## src/rtl/ssfs_pkg.sv

```systemverilog
// shared types, constants and the segment table for the frame sequencer
// no dependencies
`default_nettype none

package ssfs_pkg;

    localparam int VALUE_W   = 16;
    localparam int BYTE_W    = 8;
    localparam int CFG_IDX_W = 8;
    localparam int DIGIT_W   = 4;
    localparam int BCD_W     = 20;
    localparam int QUEUE_D   = 2;
    localparam int QPTR_W    = 1;

    localparam logic [CFG_IDX_W-1:0] CFG_DISPLAY_CONTROL = 8'd0;
    localparam logic [CFG_IDX_W-1:0] CFG_DISPLAY_MODE    = 8'd1;

    localparam logic [BYTE_W-1:0] CTRL_RESET      = 8'h8D;
    localparam logic [BYTE_W-1:0] MODE_RESET      = 8'h00;
    localparam logic [BYTE_W-1:0] AUTO_INC_CMD    = 8'h40;
    localparam logic [BYTE_W-1:0] START_ADDR_CMD  = 8'hC0;
    localparam logic [BYTE_W-1:0] ZERO_BYTE       = 8'h00;

    typedef struct packed {
        logic [DIGIT_W-1:0] d3;
        logic [DIGIT_W-1:0] d2;
        logic [DIGIT_W-1:0] d1;
        logic [DIGIT_W-1:0] d0;
    } t_digits;

    typedef enum logic [3:0] {
        S_MODE,
        S_AUTO,
        S_ADDR,
        S_D3,
        S_Z3,
        S_D2,
        S_Z2,
        S_D1,
        S_Z1,
        S_D0,
        S_Z0,
        S_CTRL
    } t_slot;

    function automatic logic [BYTE_W-1:0] seg_code(input logic [DIGIT_W-1:0] d);
        logic [BYTE_W-1:0] c;
        case (d)
            4'd0:    c = 8'h3F;
            4'd1:    c = 8'h06;
            4'd2:    c = 8'h5B;
            4'd3:    c = 8'h4F;
            4'd4:    c = 8'h66;
            4'd5:    c = 8'h6D;
            4'd6:    c = 8'h7D;
            4'd7:    c = 8'h07;
            4'd8:    c = 8'h7F;
            4'd9:    c = 8'h6F;
            default: c = 8'h00;
        endcase
        return c;
    endfunction

endpackage

`default_nettype wire

```

## src/rtl/ssfs_if.sv

```systemverilog
// channel interfaces: value input, byte output and configuration write
// depends on ssfs_pkg
`default_nettype none

interface ssfs_value_if;
    import ssfs_pkg::*;
    logic               valid;
    logic               ready;
    logic [VALUE_W-1:0] value;
    modport source (output valid, output value, input ready);
    modport sink   (input valid, input value, output ready);
endinterface

interface ssfs_byte_if;
    import ssfs_pkg::*;
    logic              valid;
    logic              ready;
    logic [BYTE_W-1:0] byte_out;
    logic              frame_start;
    logic              frame_end;
    logic              last;
    modport source (output valid, output byte_out, output frame_start,
                    output frame_end, output last, input ready);
    modport sink   (input valid, input byte_out, input frame_start,
                    input frame_end, input last, output ready);
endinterface

interface ssfs_cfg_if;
    import ssfs_pkg::*;
    logic                 valid;
    logic                 ready;
    logic [CFG_IDX_W-1:0] index;
    logic [BYTE_W-1:0]    data;
    modport source (output valid, output index, output data, input ready);
    modport sink   (input valid, input index, input data, output ready);
endinterface

`default_nettype wire

```

## src/rtl/seven_segment_frame_sequencer_unit.sv

```systemverilog
// top level: value to twelve-byte display command sequence
// a value passes front conversion, queue and byte register, then one byte per cycle
// leaves while digits are queued and the output is ready; twelve slots per value
// the front digit conversion runs ahead through a 2-entry queue
// synchronous active-low reset clears control state and loads register defaults
// depends on ssfs_pkg, ssfs_if, ssfs_front, ssfs_queue, ssfs_back
`default_nettype none

module seven_segment_frame_sequencer_unit
    import ssfs_pkg::*;
(
    input  wire          i_clk,
    input  wire          i_rst_n,
    ssfs_value_if.sink   i_value,
    ssfs_cfg_if.sink     i_cfg,
    ssfs_byte_if.source  o_byte
);

    logic    w_push, w_full, w_pop, w_empty;
    t_digits w_push_digits, w_head_digits;

    ssfs_front u_front (
        .i_clk    (i_clk),
        .i_rst_n  (i_rst_n),
        .i_value  (i_value),
        .o_push   (w_push),
        .o_digits (w_push_digits),
        .i_full   (w_full)
    );

    ssfs_queue u_queue (
        .i_clk    (i_clk),
        .i_rst_n  (i_rst_n),
        .i_push   (w_push),
        .i_digits (w_push_digits),
        .o_full   (w_full),
        .i_pop    (w_pop),
        .o_digits (w_head_digits),
        .o_empty  (w_empty)
    );

    ssfs_back u_back (
        .i_clk    (i_clk),
        .i_rst_n  (i_rst_n),
        .i_cfg    (i_cfg),
        .i_digits (w_head_digits),
        .i_empty  (w_empty),
        .o_pop    (w_pop),
        .o_byte   (o_byte)
    );

endmodule

`default_nettype wire

```

## src/rtl/ssfs_front.sv

```systemverilog
// front end: accepts a value and converts it to four decimal digits
// shift-and-add-3 conversion, two bits per cycle; depends on ssfs_pkg, ssfs_if
`default_nettype none

module ssfs_front
    import ssfs_pkg::*;
(
    input  wire        i_clk,
    input  wire        i_rst_n,
    ssfs_value_if.sink i_value,
    output logic       o_push,
    output t_digits    o_digits,
    input  wire        i_full
);

    logic               r_busy, n_busy;
    logic               r_done, n_done;
    logic [2:0]         r_cnt, n_cnt;
    logic [VALUE_W-1:0] r_bin, n_bin;
    logic [BCD_W-1:0]   r_bcd, n_bcd;
    logic               w_accept;
    logic [BCD_W-1:0]   w_mid;

    function automatic logic [BCD_W-1:0] dd_step(input logic [BCD_W-1:0] b,
                                                 input logic bit_in);
        logic [BCD_W-1:0] a;
        a = b;
        for (int i = 0; i < BCD_W / DIGIT_W; i++) begin
            if (a[i*DIGIT_W +: DIGIT_W] >= 4'd5) begin
                a[i*DIGIT_W +: DIGIT_W] = a[i*DIGIT_W +: DIGIT_W] + 4'd3;
            end
        end
        return {a[BCD_W-2:0], bit_in};
    endfunction

    assign i_value.ready = !r_busy && !r_done;
    assign w_accept      = i_value.valid && i_value.ready;
    assign o_push        = r_done && !i_full;
    assign o_digits      = '{d3: r_bcd[15:12], d2: r_bcd[11:8],
                             d1: r_bcd[7:4],   d0: r_bcd[3:0]};
    assign w_mid         = dd_step(r_bcd, r_bin[VALUE_W-1]);

    always_comb begin
        n_busy = r_busy;
        n_done = r_done;
        n_cnt  = r_cnt;
        n_bin  = r_bin;
        n_bcd  = r_bcd;
        if (w_accept) begin
            n_busy = 1'b1;
            n_cnt  = 3'd0;
            n_bin  = i_value.value;
            n_bcd  = '0;
        end else if (r_busy) begin
            n_bcd = dd_step(w_mid, r_bin[VALUE_W-2]);
            n_bin = {r_bin[VALUE_W-3:0], 2'b00};
            n_cnt = r_cnt + 3'd1;
            if (r_cnt == 3'd7) begin
                n_busy = 1'b0;
                n_done = 1'b1;
            end
        end else if (o_push) begin
            n_done = 1'b0;
        end
    end

    always_ff @(posedge i_clk) begin
        if (!i_rst_n) begin
            r_busy <= 1'b0;
            r_done <= 1'b0;
            r_cnt  <= 3'd0;
        end else begin
            r_busy <= n_busy;
            r_done <= n_done;
            r_cnt  <= n_cnt;
        end
        r_bin <= n_bin;
        r_bcd <= n_bcd;
    end

endmodule

`default_nettype wire

```

## src/rtl/ssfs_queue.sv

```systemverilog
// two-entry digit queue between front end and byte sequencer
// depends on ssfs_pkg
`default_nettype none

module ssfs_queue
    import ssfs_pkg::*;
(
    input  wire      i_clk,
    input  wire      i_rst_n,
    input  wire      i_push,
    input  t_digits  i_digits,
    output logic     o_full,
    input  wire      i_pop,
    output t_digits  o_digits,
    output logic     o_empty
);

    t_digits           r_mem [QUEUE_D];
    logic [QPTR_W-1:0] r_wp, r_rp;
    logic [QPTR_W:0]   r_count;

    assign o_full   = (r_count == QUEUE_D[QPTR_W:0]);
    assign o_empty  = (r_count == '0);
    assign o_digits = r_mem[r_rp];

    always_ff @(posedge i_clk) begin
        if (i_push) begin
            r_mem[r_wp] <= i_digits;
        end
    end

    always_ff @(posedge i_clk) begin
        if (!i_rst_n) begin
            r_wp    <= '0;
            r_rp    <= '0;
            r_count <= '0;
        end else begin
            if (i_push) begin
                r_wp <= r_wp + 1'b1;
            end
            if (i_pop) begin
                r_rp <= r_rp + 1'b1;
            end
            case ({i_push, i_pop})
                2'b10:   r_count <= r_count + (QPTR_W+1)'(1);
                2'b01:   r_count <= r_count - (QPTR_W+1)'(1);
                default: r_count <= r_count;
            endcase
        end
    end

endmodule

`default_nettype wire

```

## src/rtl/ssfs_back.sv

```systemverilog
// byte sequencer: walks the twelve-byte frame sequence per digit set
// holds the configuration registers; depends on ssfs_pkg, ssfs_if
`default_nettype none

module ssfs_back
    import ssfs_pkg::*;
(
    input  wire          i_clk,
    input  wire          i_rst_n,
    ssfs_cfg_if.sink     i_cfg,
    input  t_digits      i_digits,
    input  wire          i_empty,
    output logic         o_pop,
    ssfs_byte_if.source  o_byte
);

    t_slot             r_slot, n_slot;
    logic [BYTE_W-1:0] r_ctrl, r_mode;
    logic              r_valid;
    logic [BYTE_W-1:0] r_byte, n_byte;
    logic              r_fs, n_fs;
    logic              r_fe, n_fe;
    logic              r_last, n_last;
    logic              w_load;

    assign i_cfg.ready = 1'b1;
    assign w_load      = !i_empty && (!r_valid || o_byte.ready);
    assign o_pop       = w_load && (r_slot == S_CTRL);

    always_comb begin
        n_slot = r_slot;
        if (w_load) begin
            n_slot = (r_slot == S_CTRL) ? S_MODE : t_slot'(r_slot + 4'd1);
        end
    end

    always_comb begin
        n_byte = ZERO_BYTE;
        n_fs   = 1'b0;
        n_fe   = 1'b0;
        n_last = 1'b0;
        case (r_slot)
            S_MODE: begin
                n_byte = r_mode;
                n_fs   = 1'b1;
                n_fe   = 1'b1;
            end
            S_AUTO: begin
                n_byte = AUTO_INC_CMD;
                n_fs   = 1'b1;
                n_fe   = 1'b1;
            end
            S_ADDR: begin
                n_byte = START_ADDR_CMD;
                n_fs   = 1'b1;
            end
            S_D3:   n_byte = seg_code(i_digits.d3);
            S_D2:   n_byte = seg_code(i_digits.d2);
            S_D1:   n_byte = seg_code(i_digits.d1);
            S_D0:   n_byte = seg_code(i_digits.d0);
            S_Z0:   n_fe   = 1'b1;
            S_CTRL: begin
                n_byte = r_ctrl;
                n_fs   = 1'b1;
                n_fe   = 1'b1;
                n_last = 1'b1;
            end
            default: n_byte = ZERO_BYTE;
        endcase
    end

    always_ff @(posedge i_clk) begin
        if (!i_rst_n) begin
            r_slot  <= S_MODE;
            r_valid <= 1'b0;
            r_ctrl  <= CTRL_RESET;
            r_mode  <= MODE_RESET;
        end else begin
            r_slot <= n_slot;
            if (w_load) begin
                r_valid <= 1'b1;
            end else if (o_byte.ready) begin
                r_valid <= 1'b0;
            end
            if (i_cfg.valid) begin
                if (i_cfg.index == CFG_DISPLAY_CONTROL) begin
                    r_ctrl <= i_cfg.data;
                end else if (i_cfg.index == CFG_DISPLAY_MODE) begin
                    r_mode <= i_cfg.data;
                end
            end
        end
        if (w_load) begin
            r_byte <= n_byte;
            r_fs   <= n_fs;
            r_fe   <= n_fe;
            r_last <= n_last;
        end
    end

    assign o_byte.valid       = r_valid;
    assign o_byte.byte_out    = r_byte;
    assign o_byte.frame_start = r_fs;
    assign o_byte.frame_end   = r_fe;
    assign o_byte.last        = r_last;

endmodule

`default_nettype wire
```

## src/flat_wrapper.sv

```systemverilog
// flat-port wrapper written by rule: the top's interface ports become plain ports
module seven_segment_frame_sequencer_unit_flat import ssfs_pkg::*;
  (i_clk, i_rst_n, i_value_valid, i_value_value, i_value_ready, i_cfg_valid, i_cfg_index, i_cfg_data, i_cfg_ready, o_byte_valid, o_byte_byte_out, o_byte_frame_start, o_byte_frame_end, o_byte_last, o_byte_ready);
  ssfs_value_if i_value_i ();
  ssfs_cfg_if i_cfg_i ();
  ssfs_byte_if o_byte_i ();
  input  wire i_clk;
  input  wire i_rst_n;
  input wire logic [$bits(i_value_i.valid)-1:0] i_value_valid;
  input wire logic [$bits(i_value_i.value)-1:0] i_value_value;
  output wire logic [$bits(i_value_i.ready)-1:0] i_value_ready;
  input wire logic [$bits(i_cfg_i.valid)-1:0] i_cfg_valid;
  input wire logic [$bits(i_cfg_i.index)-1:0] i_cfg_index;
  input wire logic [$bits(i_cfg_i.data)-1:0] i_cfg_data;
  output wire logic [$bits(i_cfg_i.ready)-1:0] i_cfg_ready;
  output wire logic [$bits(o_byte_i.valid)-1:0] o_byte_valid;
  output wire logic [$bits(o_byte_i.byte_out)-1:0] o_byte_byte_out;
  output wire logic [$bits(o_byte_i.frame_start)-1:0] o_byte_frame_start;
  output wire logic [$bits(o_byte_i.frame_end)-1:0] o_byte_frame_end;
  output wire logic [$bits(o_byte_i.last)-1:0] o_byte_last;
  input wire logic [$bits(o_byte_i.ready)-1:0] o_byte_ready;
  assign i_value_i.valid = i_value_valid;
  assign i_value_i.value = i_value_value;
  assign i_value_ready = i_value_i.ready;
  assign i_cfg_i.valid = i_cfg_valid;
  assign i_cfg_i.index = i_cfg_index;
  assign i_cfg_i.data = i_cfg_data;
  assign i_cfg_ready = i_cfg_i.ready;
  assign o_byte_valid = o_byte_i.valid;
  assign o_byte_byte_out = o_byte_i.byte_out;
  assign o_byte_frame_start = o_byte_i.frame_start;
  assign o_byte_frame_end = o_byte_i.frame_end;
  assign o_byte_last = o_byte_i.last;
  assign o_byte_i.ready = o_byte_ready;
  seven_segment_frame_sequencer_unit u_core (.i_clk(i_clk), .i_rst_n(i_rst_n), .i_value(i_value_i), .i_cfg(i_cfg_i), .o_byte(o_byte_i));
endmodule
```

## config.mk

```make
export PLATFORM = sky130hd
export DESIGN_NAME = seven_segment_frame_sequencer_unit_flat
export DESIGN_NICKNAME = d
export VERILOG_FILES = /design/src/rtl/ssfs_pkg.sv /design/src/rtl/ssfs_if.sv /design/src/rtl/seven_segment_frame_sequencer_unit.sv /design/src/rtl/ssfs_front.sv /design/src/rtl/ssfs_queue.sv /design/src/rtl/ssfs_back.sv /design/src/flat_wrapper.sv
export SDC_FILE = /design/constraint.sdc
export NUM_CORES = 1
export LEC_CHECK = 0
export BUFFER_PORTS_ARGS = -buffer_cell sky130_fd_sc_hd__buf_2
export CORE_MARGIN = 2
export CORE_UTILIZATION = 30
export CTS_BUF_LIST = sky130_fd_sc_hd__clkbuf_8 sky130_fd_sc_hd__clkbuf_16
export DETAILED_ROUTE_END_ITERATION = 10
export GPL_TIMING_DRIVEN = 0
export PLACE_DENSITY = 0.45
export SLEW_MARGIN = 20
export SYNTH_ARGS = -nofsm -noshare
export SYNTH_HDL_FRONTEND = slang
export SYNTH_SLANG_ARGS = --single-unit
```

## constraint.sdc

```tcl
create_clock -name i_clk -period 3.15 [get_ports i_clk]
set_input_delay 0.315 -clock i_clk [delete_from_list [all_inputs] [get_ports i_clk]]
set_output_delay 0.315 -clock i_clk [all_outputs]
set_load 0.03 [all_outputs]
```

==> flow_metrics.env <==
export IMPL_status="finished clean"
export IMPL_htree_levels=3
export IMPL_slew_headroom_pct=45.2
export IMPL_hp_class="primary input to flip-flop"
export IMPL_timing_fmax_mhz=350
export IMPL_cell_internal_pwr_mw=2.50
export IMPL_worstMarginPinSlew_ns=0.821
export IMPL_die_h_um=147
export IMPL_fin_crit_sh_pct=90.8
export IMPL_grt_start_max_net_pins=18
export IMPL_post_dp_hpwl_um=11300
export IMPL_clkPwrFrac_pct=31.5
export IMPL_postRouteAntennaNets=0
export IMPL_grtUsageTotal_pct=14.1
export IMPL_synth_warnings=0
export IMPL_post_cts_buffers=0
export IMPL_ys_ff_latch=106
export IMPL_die_x_um=147
export IMPL_crit_path_start_kind="flip-flop"
export IMPL_fin_tns_setup_ns=0
export IMPL_p_comb_share_pct=20.7
export IMPL_antenna_found_initial=0
export IMPL_synth_edf_count=59
export IMPL_critPathKind="flip-flop to flip-flop"
export IMPL_coreArea_mm2=0.0201
export IMPL_swShare_pct=30.4
export IMPL_gp_congestion=0.851
export IMPL_vias=4771
export IMPL_crit_path_end_kind="flip-flop"
export IMPL_clock_sinks=106
export IMPL_cts_root_buf="clkbuf_16"
export IMPL_syn_nets=709
export IMPL_drt_wl_total_um=14700
export IMPL_io_pins=51
export IMPL_seq_power_share_pct=47.8
export IMPL_syn_avg_cell_area_um2=9.61
export IMPL_port_buffers=48
export IMPL_start_util_pct=30.3
export IMPL_grt_pass1_wl_um=24300
export IMPL_setup_viol_count_final=0
export IMPL_post_route_min_period_ns=2.86
export IMPL_fin_cells=969
export IMPL_maxCapViolations=0
export IMPL_insertion_delay_ns=0.35
export IMPL_synthFlopType="edfxtp_1"
export IMPL_fill_cells=2082
export IMPL_die_area_mm2=0.0215
export IMPL_synthCells=635
export IMPL_async_flop_share_pct=0
export IMPL_ys_types=65
export IMPL_final_setup_skew_ns=0.00939
export IMPL_cts_tree="built"
export IMPL_cp_data_arrival_time_ns=2.95
export IMPL_netlist_area_mm2=0.00610
export IMPL_clk_pin_slew_worst_paths_ns=0.08
export IMPL_placedCellCount=953
export IMPL_p_sw_mw=1.09
export IMPL_firstDrtPassIters=4
export IMPL_cp_max_fo=10
export IMPL_n_antenna_cell=0
export IMPL_hold_viol=0
export IMPL_drive_gt1_share_pct=12.7
export IMPL_syn2layout_area_growth_pct=14.4
export IMPL_drt_iter0_markers=210
export IMPL_cts_made_buffers=9
export IMPL_nets=768
export IMPL_route_detailed_drc=0
export IMPL_ir_drop_v=0.000358
export IMPL_cts_buffer_depth=2
export IMPL_overflow=0
export IMPL_postCtsHoldBufs=0
export IMPL_rows=52
export IMPL_via_per_inst=4.92
export IMPL_worstPathRequired_ns=3.24
export IMPL_drv_slew=0
export IMPL_wire_per_inst_um=15.2
export IMPL_p_leak_nw=2.70
export IMPL_grt_pass1_vias=4811
export IMPL_power_density_mw_per_mm2=515
export IMPL_rsz0062_at_grt="false"
export IMPL_ys_seq_area_share_pct=44.5
export IMPL_cts_resized=0
-- through the flow --
stage	setup slack (ns)	total power, mW	utilization, %	instance area [um^2]	hold slack [ns]
floorplan	0.645	2.27	-	6100	0.421
global placement	0.255	2.45	33.2	6680	0.448
detailed placement	0.239	2.49	33.2	6680	0.457
CTS	0.210	3.64	34.7	6970	0.184
global route	0.0889	3.81	34.7	6980	0.217
finish	0.291	3.59	34.7	6980	0.195
-- critical path: stages, from the launching register on --
cell,delay [ns]
dfxtp_1,0.32
buf_6,0.14
buf_12,0.14
buf_6,0.13
buf_2,0.26
nand2_1,0.11
and2_1,0.22
ha_1,0.33
a21oi_1,0.07
a21oi_1,0.20
a21oi_1,0.13
or4_1,0.52
-- state kept, by name (all words and copies together) (netlist names), 2 cells and up, named ones only --
signal,count
u_core.u_back.r_ctrl,8
u_core.u_queue.r_mem,32
u_core.u_front.r_bcd,16
u_core.u_queue.r_count,2
u_core.u_back.r_mode,8
u_core.u_front.r_bin,16
u_core.u_back.o_byte.byte_out,8
u_core.u_front.r_cnt,3
u_core.u_back.r_slot,4
-- power groups by stage --
stage	clock, mW	sequential, mW	combinational (mW)
CTS	1.18	1.72	0.743
global route	1.22	1.74	0.843
floorplan	0	1.70	0.574
finish	1.13	1.72	0.744
global placement	0	1.74	0.711
detailed placement	0	1.75	0.739
-- cell families after synthesis --
family	count (synthesis)	share of synthesized area (%)
other	1	0.0615
DFF	106	44.5
xor gates and xnor gates	10	1.44
AOI/OAI and AO/OA	141	15.4
muxes	43	7.36
buffers and inverters	58	4.21
and+or+nand+nor	239	19.5
adders and majority gates	37	7.59
-- cell usage after synthesis (9+ instances only) --
cell type | number | area [um^2]
o211ai_1 | 10 | 75.1
dfxtp_1 | 47 | 941
nor2b_1 | 19 | 119
clkbuf_1 | 19 | 71.3
a211oi_1 | 11 | 82.6
inv_1 | 30 | 113
a21oi_1 | 39 | 195
edfxtp_1 | 59 | 1770
nand2b_1 | 12 | 75.1
o21ai_0 | 22 | 110
ha_1 | 37 | 463
nand3_1 | 12 | 60.1
mux2i_1 | 33 | 330
nor2_1 | 38 | 143
nand2_1 | 89 | 334
or4_1 | 9 | 67.6
nor3_1 | 13 | 65.1
-- layout make-up --
type	count	area [um^2]	area share, %
Buffer	28	144	2.06
Clock buffer	9	225	3.23
Clock inverter	7	68.8	0.986
Inverter	30	113	1.61
Multi-Input combinational cell	471	3140	45.0
Sequential cell	106	2710	38.9
Tap cell	270	338	4.84
Timing Repair Buffer	48	240	3.44
-- metal layers --
metal / up-vias / track usage [%] / routed length (um)
met5: - / 0 / 0
met4: 0 / 5.24 / 311
met3: 17 / 2.63 / 510
met2: 96 / 23.9 / 7070
met1: 2237 / 17.8 / 6850
li1: 2421 / - / -
-- placed cells by master (no fill, tap or decap), types with 5 or more instances in the layout --
cell       count
buf_2         51
nor3b_1        8
mux2_2         8
o211ai_1      10
nand2_1       89
dfxtp_1       47
mux2i_1       32
a31oi_1        5
xnor2_1        7
nand3b_1       7
edfxtp_1      59
and2_1         8
nor2b_1       19
o31ai_1        5
or4_1          9
or3_1          5
clkbuf_16      9
and3_1         5
nand2b_1      12
nand3_1       12
a21boi_0       6
inv_1         31
nor3_1        13
clkbuf_1      19
o22ai_1        7
nor2_1        37
o2111ai_1      5
a21oi_1       39
o21ai_0       22
ha_1          37
a211oi_1      11
-- path summary, 6_finish.rpt --
kind	to	cells after the start	start	slack (ns)
worst max register to register	u_core.u_back.o_byte.byte_out[1]	11	flip-flop	0.29
worst min-delay path	u_core.u_back.r_ctrl[7]	3	i_cfg_data[7]	0.19
worst min register to register	u_core.u_front.r_bcd[0]	2	u_core.u_front.r_bin[14]	0.48
worst max-delay path	u_core.u_back.o_byte.byte_out[1]	11	flip-flop	0.29
(Power assumes the default switching activity.)
